$ cat src/hw/rtl/psba_pkg.sv
package psba_pkg;

  // Result status codes
  typedef enum logic [1:0] {
    ST_OK        = 2'd0,
    ST_TOO_LARGE = 2'd1,
    ST_NO_SLOT   = 2'd2,
    ST_NO_BLOCK  = 2'd3
  } psba_status_e;

  // Configuration register indexes
  localparam logic [1:0] CFG_BLOCK_COUNT = 2'd0;
  localparam logic [1:0] CFG_SLOT_COUNT  = 2'd1;

  localparam int unsigned CfgIdxW  = 2;
  localparam int unsigned CfgDataW = 11;
  localparam int unsigned BlkCntW  = 7;
  localparam int unsigned SlotCntW = 11;
  localparam int unsigned SizeW    = 16;
  localparam int unsigned SlotIdxW = 10;
  localparam int unsigned AddrW    = 18;

  localparam logic [BlkCntW-1:0]  BLK_CNT_RST  = 7'd64;
  localparam logic [SlotCntW-1:0] SLOT_CNT_RST = 11'd1024;

  // Controller states
  typedef enum logic [2:0] {
    S_IDLE,
    S_DECIDE,
    S_SLOT_SCAN,
    S_BLK_SCAN,
    S_COMMIT,
    S_DONE
  } psba_state_e;

  // Controller to datapath commands
  typedef struct packed {
    logic         load;
    logic         take_bump;
    logic         scan_clr;
    logic         scan_run;
    logic         scan_blk;
    logic         slot_take;
    logic         blk_take;
    logic         commit;
    logic         set_status;
    psba_status_e status_code;
  } psba_cmd_t;

  // Datapath to controller status
  typedef struct packed {
    logic too_large;
    logic bump_ok;
    logic scan_hit;
    logic scan_end;
  } psba_stat_t;

endpackage

$ cat src/hw/rtl/psba_ram.sv
module psba_ram #(
  parameter int unsigned Width = 8,
  parameter int unsigned Depth = 64,
  localparam int unsigned AW = (Depth > 1) ? $clog2(Depth) : 1
) (
  input  logic             clk_i,
  input  logic             we_i,
  input  logic [AW-1:0]    waddr_i,
  input  logic [Width-1:0] wdata_i,
  input  logic [AW-1:0]    raddr_i,
  output logic [Width-1:0] rdata_o
);

  logic [Width-1:0] mem [Depth];

  // Write port and registered read port
  always_ff @(posedge clk_i) begin
    if (we_i) begin
      mem[waddr_i] <= wdata_i;
    end
    rdata_o <= mem[raddr_i];
  end

endmodule

$ cat src/hw/rtl/psba_ctrl.sv
module psba_ctrl (
  input  logic                 clk_i,
  input  logic                 rst_ni,
  input  logic                 in_valid_i,
  output logic                 in_ready_o,
  output logic                 out_valid_o,
  input  logic                 out_ready_i,
  input  psba_pkg::psba_stat_t stat_i,
  output psba_pkg::psba_cmd_t  cmd_o
);

  psba_pkg::psba_state_e state_q, state_d;

  // State register
  always_ff @(posedge clk_i or negedge rst_ni) begin
    if (!rst_ni) begin
      state_q <= psba_pkg::S_IDLE;
    end else begin
      state_q <= state_d;
    end
  end

  // Next state and commands
  always_comb begin
    state_d     = state_q;
    cmd_o       = '0;
    in_ready_o  = 1'b0;
    out_valid_o = 1'b0;
    case (state_q)
      psba_pkg::S_IDLE: begin
        in_ready_o = 1'b1;
        if (in_valid_i) begin
          cmd_o.load = 1'b1;
          state_d    = psba_pkg::S_DECIDE;
        end
      end
      psba_pkg::S_DECIDE: begin
        if (stat_i.too_large) begin
          cmd_o.set_status  = 1'b1;
          cmd_o.status_code = psba_pkg::ST_TOO_LARGE;
          state_d           = psba_pkg::S_DONE;
        end else if (stat_i.bump_ok) begin
          cmd_o.take_bump = 1'b1;
          cmd_o.scan_clr  = 1'b1;
          state_d         = psba_pkg::S_BLK_SCAN;
        end else begin
          cmd_o.scan_clr = 1'b1;
          state_d        = psba_pkg::S_SLOT_SCAN;
        end
      end
      psba_pkg::S_SLOT_SCAN: begin
        cmd_o.scan_run = 1'b1;
        if (stat_i.scan_hit) begin
          cmd_o.slot_take = 1'b1;
          cmd_o.scan_clr  = 1'b1;
          state_d         = psba_pkg::S_BLK_SCAN;
        end else if (stat_i.scan_end) begin
          cmd_o.set_status  = 1'b1;
          cmd_o.status_code = psba_pkg::ST_NO_SLOT;
          state_d           = psba_pkg::S_DONE;
        end
      end
      psba_pkg::S_BLK_SCAN: begin
        cmd_o.scan_run = 1'b1;
        cmd_o.scan_blk = 1'b1;
        if (stat_i.scan_hit) begin
          cmd_o.blk_take = 1'b1;
          state_d        = psba_pkg::S_COMMIT;
        end else if (stat_i.scan_end) begin
          cmd_o.set_status  = 1'b1;
          cmd_o.status_code = psba_pkg::ST_NO_BLOCK;
          state_d           = psba_pkg::S_DONE;
        end
      end
      psba_pkg::S_COMMIT: begin
        cmd_o.commit      = 1'b1;
        cmd_o.set_status  = 1'b1;
        cmd_o.status_code = psba_pkg::ST_OK;
        state_d           = psba_pkg::S_DONE;
      end
      psba_pkg::S_DONE: begin
        out_valid_o = 1'b1;
        if (out_ready_i) begin
          state_d = psba_pkg::S_IDLE;
        end
      end
      default: begin
        state_d = psba_pkg::S_IDLE;
      end
    endcase
  end

endmodule

$ cat src/hw/rtl/psba_dp.sv
module psba_dp #(
  parameter int unsigned BLOCK_BYTES = 4096,
  parameter int unsigned MAX_BLOCKS  = 64,
  parameter int unsigned MAX_SLOTS   = 1024
) (
  input  logic                                clk_i,
  input  logic                                rst_ni,
  input  logic                                cfg_valid_i,
  input  logic [psba_pkg::CfgIdxW-1:0]        cfg_index_i,
  input  logic [psba_pkg::CfgDataW-1:0]       cfg_data_i,
  input  logic [psba_pkg::SizeW-1:0]          request_size_i,
  input  psba_pkg::psba_cmd_t                 cmd_i,
  output psba_pkg::psba_stat_t                stat_o,
  output logic [1:0]                          status_o,
  output logic [psba_pkg::SlotIdxW-1:0]       slot_index_o,
  output logic [psba_pkg::AddrW-1:0]          address_o
);

  localparam int unsigned SlotCap = (MAX_SLOTS < 2047) ? MAX_SLOTS : 2047;
  localparam int unsigned BlkCap  = (MAX_BLOCKS < 127) ? MAX_BLOCKS : 127;
  localparam int unsigned SaW     = (SlotCap > 1) ? $clog2(SlotCap) : 1;
  localparam int unsigned BaW     = (BlkCap > 1) ? $clog2(BlkCap) : 1;
  localparam int unsigned FillW   = $clog2(BLOCK_BYTES + 1);
  localparam int unsigned SW      = psba_pkg::SlotCntW;
  localparam int unsigned BW      = psba_pkg::BlkCntW;
  localparam logic [SW-1:0] SlotCapW = SW'(SlotCap);
  localparam logic [BW-1:0] BlkCapW  = BW'(BlkCap);
  localparam logic [17:0]   BlkBytes18 = 18'(BLOCK_BYTES);

  logic [BW-1:0]    blk_cnt_q;
  logic [SW-1:0]    slot_cnt_q;
  logic [SW-1:0]    next_slot_q;
  logic [BW-1:0]    hw_q;
  logic [SW-1:0]    scan_q;
  logic [SW-1:0]    rd_idx_q;
  logic             rd_vld_q;
  logic [psba_pkg::SizeW-1:0] size_q;
  logic [SW-1:0]    slot_q;
  logic [BW-1:0]    blk_q;
  logic [FillW-1:0] fill_q;
  psba_pkg::psba_status_e status_q;
  logic [psba_pkg::AddrW-1:0] addr_q;

  logic [SW-1:0]    slots_eff;
  logic [BW-1:0]    blocks_eff;
  logic [SW-1:0]    limit;
  logic             issue;
  logic             hit;
  logic             slot_rdata;
  logic [FillW-1:0] blk_rdata;
  logic [FillW-1:0] blk_data;
  logic [17:0]      fit_sum;
  logic [17:0]      new_fill;
  logic [31:0]      addr_full;
  logic             slot_we;
  logic [SW-1:0]    slot_waddr;

  // Clamp the configured counts to the built capacity
  assign slots_eff  = (slot_cnt_q > SlotCapW) ? SlotCapW : slot_cnt_q;
  assign blocks_eff = (blk_cnt_q > BlkCapW) ? BlkCapW : blk_cnt_q;

  // Configuration registers
  always_ff @(posedge clk_i or negedge rst_ni) begin
    if (!rst_ni) begin
      blk_cnt_q  <= psba_pkg::BLK_CNT_RST;
      slot_cnt_q <= psba_pkg::SLOT_CNT_RST;
    end else if (cfg_valid_i) begin
      case (cfg_index_i)
        psba_pkg::CFG_BLOCK_COUNT: blk_cnt_q  <= cfg_data_i[BW-1:0];
        psba_pkg::CFG_SLOT_COUNT:  slot_cnt_q <= cfg_data_i[SW-1:0];
        default: ;
      endcase
    end
  end

  // Scan: issue one read per cycle, check the entry read last cycle
  assign limit    = cmd_i.scan_blk ? SW'(blocks_eff) : slots_eff;
  assign blk_data = (rd_idx_q[BW-1:0] < hw_q) ? blk_rdata : '0;
  assign fit_sum  = 18'(blk_data) + 18'(size_q);
  assign hit      = rd_vld_q && (cmd_i.scan_blk ?
                    ((blk_data == '0) || (fit_sum <= BlkBytes18)) : !slot_rdata);
  assign issue    = cmd_i.scan_run && !hit && (scan_q < limit);

  assign stat_o.too_large = ({1'b0, size_q} > 17'(BLOCK_BYTES));
  assign stat_o.bump_ok   = (next_slot_q < slots_eff);
  assign stat_o.scan_hit  = hit;
  assign stat_o.scan_end  = !hit && (scan_q >= limit);

  always_ff @(posedge clk_i or negedge rst_ni) begin
    if (!rst_ni) begin
      scan_q   <= '0;
      rd_vld_q <= 1'b0;
    end else if (cmd_i.scan_clr) begin
      scan_q   <= '0;
      rd_vld_q <= 1'b0;
    end else begin
      rd_vld_q <= issue;
      if (issue) begin
        scan_q <= scan_q + 1'b1;
      end
    end
  end

  always_ff @(posedge clk_i) begin
    rd_idx_q <= scan_q;
  end

  // Bump counter and written-block high-water mark
  always_ff @(posedge clk_i or negedge rst_ni) begin
    if (!rst_ni) begin
      next_slot_q <= '0;
      hw_q        <= '0;
    end else begin
      if (cmd_i.take_bump) begin
        next_slot_q <= next_slot_q + 1'b1;
      end
      if (cmd_i.commit && (blk_q == hw_q)) begin
        hw_q <= hw_q + 1'b1;
      end
    end
  end

  // Item and result registers
  assign new_fill  = 18'(fill_q) + 18'(size_q);
  assign addr_full = 32'(blk_q) * 32'(BLOCK_BYTES) + 32'(fill_q);

  always_ff @(posedge clk_i) begin
    if (cmd_i.load) begin
      size_q <= request_size_i;
      slot_q <= '0;
      addr_q <= '0;
    end
    if (cmd_i.take_bump) begin
      slot_q <= next_slot_q;
    end
    if (cmd_i.slot_take) begin
      slot_q <= rd_idx_q;
    end
    if (cmd_i.blk_take) begin
      blk_q  <= rd_idx_q[BW-1:0];
      fill_q <= blk_data;
    end
    if (cmd_i.commit) begin
      addr_q <= addr_full[psba_pkg::AddrW-1:0];
    end
    if (cmd_i.set_status) begin
      status_q <= cmd_i.status_code;
    end
  end

  // Slot used bits: cleared when a slot leaves the bump counter, set on success
  assign slot_we    = cmd_i.take_bump || cmd_i.commit;
  assign slot_waddr = cmd_i.take_bump ? next_slot_q : slot_q;

  psba_ram #(
    .Width(1),
    .Depth(SlotCap)
  ) u_slot_ram (
    .clk_i  (clk_i),
    .we_i   (slot_we),
    .waddr_i(slot_waddr[SaW-1:0]),
    .wdata_i(cmd_i.commit),
    .raddr_i(scan_q[SaW-1:0]),
    .rdata_o(slot_rdata)
  );

  // Block fill levels; blocks at or above the high-water mark read as empty
  psba_ram #(
    .Width(FillW),
    .Depth(BlkCap)
  ) u_blk_ram (
    .clk_i  (clk_i),
    .we_i   (cmd_i.commit),
    .waddr_i(blk_q[BaW-1:0]),
    .wdata_i(new_fill[FillW-1:0]),
    .raddr_i(scan_q[BaW-1:0]),
    .rdata_o(blk_rdata)
  );

  assign status_o     = status_q;
  assign slot_index_o = slot_q[psba_pkg::SlotIdxW-1:0];
  assign address_o    = addr_q;

endmodule

$ cat src/hw/rtl/pointer_slot_block_allocator.sv
// Steps: accept, a decide state, slot scan (lowest free slot first, only once the bump
//   counter is spent), block scan (first fitting block), a commit state, then the result is
//   held until taken. Oversized requests go from the decide state straight to the result.
// One item at a time: a new request is taken only once the last result is taken. The slot
//   and block RAMs are walked one entry per cycle.
// Reset: block_count 64, slot_count 1024, counters cleared; no RAM clearing pass.
module pointer_slot_block_allocator #(
  parameter int unsigned BLOCK_BYTES = 4096,
  parameter int unsigned MAX_BLOCKS  = 64,
  parameter int unsigned MAX_SLOTS   = 1024
) (
  input  logic                          clk_i,
  input  logic                          rst_ni,
  input  logic                          cfg_valid_i,
  output logic                          cfg_ready_o,
  input  logic [psba_pkg::CfgIdxW-1:0]  cfg_index_i,
  input  logic [psba_pkg::CfgDataW-1:0] cfg_data_i,
  input  logic                          in_valid_i,
  output logic                          in_ready_o,
  input  logic [psba_pkg::SizeW-1:0]    request_size_i,
  output logic                          out_valid_o,
  input  logic                          out_ready_i,
  output logic [1:0]                    status_o,
  output logic [psba_pkg::SlotIdxW-1:0] slot_index_o,
  output logic [psba_pkg::AddrW-1:0]    address_o
);

  psba_pkg::psba_cmd_t  cmd;
  psba_pkg::psba_stat_t stat;

  // Configuration writes are always taken
  assign cfg_ready_o = 1'b1;

  psba_ctrl u_ctrl (
    .clk_i      (clk_i),
    .rst_ni     (rst_ni),
    .in_valid_i (in_valid_i),
    .in_ready_o (in_ready_o),
    .out_valid_o(out_valid_o),
    .out_ready_i(out_ready_i),
    .stat_i     (stat),
    .cmd_o      (cmd)
  );

  psba_dp #(
    .BLOCK_BYTES(BLOCK_BYTES),
    .MAX_BLOCKS (MAX_BLOCKS),
    .MAX_SLOTS  (MAX_SLOTS)
  ) u_dp (
    .clk_i         (clk_i),
    .rst_ni        (rst_ni),
    .cfg_valid_i   (cfg_valid_i),
    .cfg_index_i   (cfg_index_i),
    .cfg_data_i    (cfg_data_i),
    .request_size_i(request_size_i),
    .cmd_i         (cmd),
    .stat_o        (stat),
    .status_o      (status_o),
    .slot_index_o  (slot_index_o),
    .address_o     (address_o)
  );

endmodule

$ cat config.mk
export PLATFORM = sky130hd
export DESIGN_NAME = pointer_slot_block_allocator
export DESIGN_NICKNAME = d
export VERILOG_FILES = /design/src/hw/rtl/psba_pkg.sv /design/src/hw/rtl/psba_ram.sv /design/src/hw/rtl/psba_ctrl.sv /design/src/hw/rtl/psba_dp.sv /design/src/hw/rtl/pointer_slot_block_allocator.sv
export SDC_FILE = /design/constraint.sdc
export NUM_CORES = 2
export LEC_CHECK = 0
export BUFFER_PORTS_ARGS = -buffer_cell sky130_fd_sc_hd__buf_2
export CORE_UTILIZATION = 65
export DETAILED_ROUTE_END_ITERATION = 16
export PLACE_DENSITY = 0.81
export SETUP_SLACK_MARGIN = 0.2
export SYNTH_ARGS = -nofsm -noshare
export SYNTH_HDL_FRONTEND = slang
export SYNTH_SLANG_ARGS = --single-unit
$ cat constraint.sdc
create_clock -name clk_i -period 35.1 [get_ports clk_i]
set_input_delay 1.755 -clock clk_i [delete_from_list [all_inputs] [get_ports clk_i]]
set_output_delay 1.755 -clock clk_i [all_outputs]
set_load 0.05 [all_outputs]
[Yosys cells after proc, flatten, opt, wreduce, memory -nomap -nowiden]
Memories as Yosys holds them, arrays and structs flattened. A register that Yosys moved wholly into a read port is not among the register bits.
Cells that the tools add are included.
Cells by class
  $add $sub $neg: 6
  $lt $le $gt $ge: 8
  equality and inequality tests: 9
  mux-type cells: 46
  reductions and logical operators: 19
Operator list (number)
  $mux 11: 4
  $mux 10: 4
  $mux 18: 2
  $mux 3: 11
  $add 11x1->11 const B: 2
  $lt 11x11->1: 2
  $mux 1: 19
  $add 18x13->18: 1
  $le 18x13->1 const B: 1
  $pmux 3 s6: 1
  $add 13x16->17: 1
  $gt 16x13->1 const B: 1
  $add 13x13->13: 1
  $logic_not 13->1: 1
  $mux 13: 1
  $pmux 3 s4: 1
  $ge 11x11->1: 1
  $gt 11x11->1 const B: 1
  $add 7x1->7 const B: 1
  $eq 7x7->1: 1
  $gt 7x7->1 const B: 1
  $lt 7x7->1: 1
  $mux 7: 1
  $eq 3x2->1 const B: 2
  other kinds (15): 26
Word-level totals
  register bits: 127
  RAM bits: 1856
  output and inout port bits: 33
  memories kept: 2
Memories
  u_dp.u_slot_ram.mem: depth 1024, width 1, read ports 1, clocked after Yosys merged registers in 1, write ports 1, line psba_ram.sv:14  | logic [Width-1:0] mem [Depth];
  u_dp.u_blk_ram.mem: depth 64, width 13, read ports 1, clocked after Yosys merged registers in 1, write ports 1, line psba_ram.sv:14

[Longest topological paths before layout]
  depth after elaboration: 12
  depth in mapped cells: 20

[Hierarchy]
From an unflattened synthesis, not the netlist that was laid out.
Unflattened totals
  cells, all modules: 5206
  area, all modules: 84334.6 µm²
By module, submodules not included
  psba_ram (u_dp.u_slot_ram): instances 1, cells an instance 3112, area an instance 44656.6 µm², sequential area each 30769.5 µm²
  psba_ram (u_dp.u_blk_ram): instances 1, cells an instance 1402, area an instance 32344.8 µm², sequential area each 25244.2 µm²
  psba_dp: instances 1, cells an instance 649, area an instance 6962.9 µm², sequential area each 3385.7 µm²
  psba_ctrl: instances 1, cells an instance 41, area an instance 359.1 µm², sequential area each 75.1 µm²
  pointer_slot_block_allocator: instances 1, cells an instance 2, area an instance 11.3 µm², sequential area each 0.0 µm²

[Worst setup path after synthesis]
OpenSTA, ideal clock, no wires.
  path type: reg-to-reg
  from: register u_ctrl.state_q[0]
  to: memory u_dp.u_blk_ram.mem[11][0] (netlist bit) (enable)
  arrival time: 16382 ps
  path slack: 18230 ps
  stages on the path, launching flop included: 7
  buffers on the path: 1
  period minus slack after synthesis: 16870 ps
  path through: dfrtp_1 > clkbuf_1 > nor2_1 > nand2_1 > clkinv_1 > nand3_1 > nor2_1
RTL lines
  from (decl): line psba_ctrl.sv:12  | psba_pkg::psba_state_e state_q, state_d;
  from (signal assigned): line psba_ctrl.sv:17  | state_q <= psba_pkg::S_IDLE;
  from (signal assigned): line psba_ctrl.sv:19  | state_q <= state_d;
  to (decl): line psba_ram.sv:14

==> results.sh <==
export IMPL_status="finished with violations"
export IMPL_violations="capacitance limit, slew limit"
export IMPL_holdBufCountCts=0
export IMPL_antenna_found_initial=12
export IMPL_power_density_nw_per_um2=68.5
export IMPL_max_cap_violations=2
export IMPL_start_util_pct=65.7
export IMPL_crit_type="reg2reg"
export IMPL_dp_cells=6553
export IMPL_drc=0
export IMPL_cts_setup_buffers=0
export IMPL_cts_root_buffer="clkbuf_16"
export IMPL_nFillCells=6884
export IMPL_grt_max_degree=263
export IMPL_yosys_area_share_adder_pct=0.895
export IMPL_cp_data_arrival_time_ns=7.20
export IMPL_drive_gt1_share_pct=22.9
export IMPL_multi_input_area_um2=23200
export IMPL_avgSynthCellArea_um2=16.9
export IMPL_post_drt_wl_per_cell_um=34.1
export IMPL_drt_pass1_iterations=9
export IMPL_cp_end_kind="register"
export IMPL_max_slew_margin_pct=-6.63
export IMPL_crit_required_ns=35.79
export IMPL_cp_slowest_cell="buf_4"
export IMPL_clockBufferDepth=3
export IMPL_hold_viol=0
export IMPL_vias=50200
export IMPL_wl_um=235000
export IMPL_power_w=0.00635
export IMPL_overflow=0
export IMPL_pin_count=67
export IMPL_htree_levels=4
export IMPL_ant_nets=0
export IMPL_hold_path_class="reg2reg"
export IMPL_rsz0062_at_grt="no"
export IMPL_cts_tree="built"
export IMPL_synth_seq_cells=1997
export IMPL_setup_violations_final=0
export IMPL_synth_compound_gate_area_share_pct=2.88
export IMPL_instances_no_fill=6905
export IMPL_clock_sinks=1997
export IMPL_cpMostUsedCell="buf_4"
export IMPL_slew_violations=8
export IMPL_path_max_fanout=99
export IMPL_synth_top_family_by_area="multiplexers"
export IMPL_numCtsBuffers=187
export IMPL_area_growth_pct=10.1
export IMPL_area_sequential_um2=59500
export IMPL_muxShareOfSynthArea_pct=15.2
export IMPL_coreArea_um2=128000
export IMPL_synth_top_flop_cell="edfxtp_1"
export IMPL_dpl_hpwl_um=123000
export IMPL_synth_edff_count=1922
export IMPL_cts_resized=0
export IMPL_synthTopCellsByCount="1922 x edfxtp_1, 1154 x nor2_1, 545 x mux4_2, 229 x buf_2, 102 x clkbuf_1"
export IMPL_synthArstFlopShare_pct=2.55
export IMPL_fin_tns_setup_ns=0
export IMPL_ys_warn_count=0
export IMPL_track_usage_pct=36.2
export IMPL_insertion_delay_ns=0.85
export IMPL_synthesis_area_um2=84200
export IMPL_row_count=131
export IMPL_leakage_nw=28.6
export IMPL_clk_pin_slew_ns=0.07
export IMPL_gp_congestion=0.882
export IMPL_vias_per_cell=7.27
export IMPL_io_buffers=65
export IMPL_nets=5106
export IMPL_cpPeakStageDelay_ns=0.87
export IMPL_die_h_um=362
export IMPL_synth_xor_area_share_pct=0.448
export IMPL_finalCritPeriodShare_pct=18.5
export IMPL_timing_fmax_mhz=154
export IMPL_worstSetupStartpointType="register"
export IMPL_ys_top_cells_by_area="edfxtp_1 69%, mux4_2 15%, nor2_1 5.1%"
export IMPL_die_area_um2=131000
export IMPL_fin_crit_ns=6.51
export IMPL_chipWidth_um=362
export IMPL_ir_drop_mv=0.0584
export IMPL_ys_seq_area_share_pct=70.7
export IMPL_yosys_area_top_type="edfxtp_1"
export IMPL_synth_top_area_share_pct=68.6
export IMPL_crit_chain="buf_4 > buf_12 > buf_4 > buf_4 > mux4_2 > mux4_2 > a22o_1 > nor4_1 > nor3_1 > a211oi_1 > a21oi_1"
export IMPL_worst_pin_slew_ns=1.60
export IMPL_syn_num_nets=5072
export IMPL_yosysMostFrequentCell="edfxtp_1"
export IMPL_grt_pass1_vias=49100
export IMPL_synth_cell_types=83
export IMPL_synthSimpleGateAreaFrac_pct=7.60
export IMPL_postSynthCellCount=4979
export IMPL_drtIter0Drc=9508
export IMPL_clock_skew_ns=0.0514
export IMPL_grt_pass1_wl_um=336000
## per-layer routing
metal  vias to the layer above  routed length (µm)  global-route usage (%)
met4                        18               14800                    19.0
met2                      4699              107000                    54.2
met1                     25100               77100                    48.2
met3                      1021               36400                    11.5
met5                         -                 119                       0
li1                      19300                   -                       -
## worst paths after layout
check	slack, ns	startpoint	end	cells past startpoint
min in group asynchronous	1.04	rst_ni	u_dp.slot_cnt_q[7]	2
max in group asynchronous	33.46	rst_ni	u_dp.scan_q[0]	2
min reg2reg	0.51	u_dp.blk_cnt_q[2]	u_dp.blk_cnt_q[2]	1
max reg2reg	28.59	u_dp.scan_q[0]	u_dp.u_slot_ram.rdata_o	11
min	0.51	u_dp.blk_cnt_q[2]	u_dp.blk_cnt_q[2]	1
max	28.59	u_dp.scan_q[0]	u_dp.u_slot_ram.rdata_o	11
## per-stage QoR
| stage | hold WS (ns) | utilization, % | instance area [µm²] | setup slack, ns |
|---|---|---|---|---|
| after floorplan | 0.372 | - | 84200 | 18.23 |
| after global placement | 0.486 | 67.6 | 86600 | 28.79 |
| after detailed placement | 0.491 | 67.6 | 86600 | 28.74 |
| after CTS | 0.495 | 72.4 | 92700 | 28.65 |
| after global routing | 0.518 | 72.4 | 92700 | 28.23 |
| final | 0.506 | 72.4 | 92700 | 28.59 |
## cell type report
class | instances | share of cell area, %
well taps | 1729 | 2.33
flip-flops and latches | 1997 | 64.2
multi-input cells | 2558 | 25.0
clock buffers | 248 | 5.43
diodes | 2 | 0.00540
inverters | 31 | 0.139
repair buffers | 238 | 1.78
clock inverters | 102 | 1.15
## sequential cells by signal, indices dropped and copies added (netlist names)
signal,count
u_dp.rd_vld_q,1
u_ctrl.state_q,3
u_dp.fill_q,13
u_dp.next_slot_q,11
u_dp.slot_q,10
u_dp.u_slot_ram.rdata_o,1
u_dp.scan_q,11
u_dp.status_o,2
u_dp.address_o,18
u_dp.slot_cnt_q,11
u_dp.blk_cnt_q,7
u_dp.u_blk_ram.mem,832
u_dp.rd_idx_q,10
u_dp.hw_q,7
u_dp.u_slot_ram.mem,1024
u_dp.size_q,16
u_dp.u_blk_ram.rdata_o,13
u_dp.blk_q,7
## layout by cell type (no fill, tap or decap), types with 25 or more instances in the layout
cell,instances
dfrtp_1,45
clkbuf_1,50
a31oi_2,30
buf_4,171
nor2_1,1151
o21ai_0,35
xnor2_1,25
nor3_1,70
mux4_2,545
nand2_1,94
a21oi_1,51
ha_1,56
a22o_1,29
buf_2,65
inv_1,27
clkbuf_16,188
clkinv_2,38
edfxtp_1,1922
clkinv_1,30
nand3_1,42
a22oi_1,37
## kinds of logic (layout without fill, tap and decap cells)
logic type / Yosys count / after routing
flip-flops: 1997 / 1997
buffers and inverters: 424 / 619
multiplexers: 590 / 590
AND/OR/NAND/NOR: 1534 / 1534
AO/OA/AOI/OAI: 331 / 331
XOR/XNOR: 43 / 43
other: 1 / 3
adder cells (fa/ha/maj): 59 / 59
## critical path: cells and delay by family (launching register included)
family,cells,cell delay (ns)
buffers and inverters,4,2.90
DFF,1,0.76
AOI/OAI and AO/OA,3,0.76
and+or+nand+nor,2,0.43
muxes,2,1.13
## power breakdown
group,internal (W),total [W],switching [W]
registers,0.00282,0.00288,0.0000617
clock network,0.00113,0.00204,0.000916
logic,0.000582,0.00143,0.000845
Note: power is estimated with default switching activity, not from simulation.
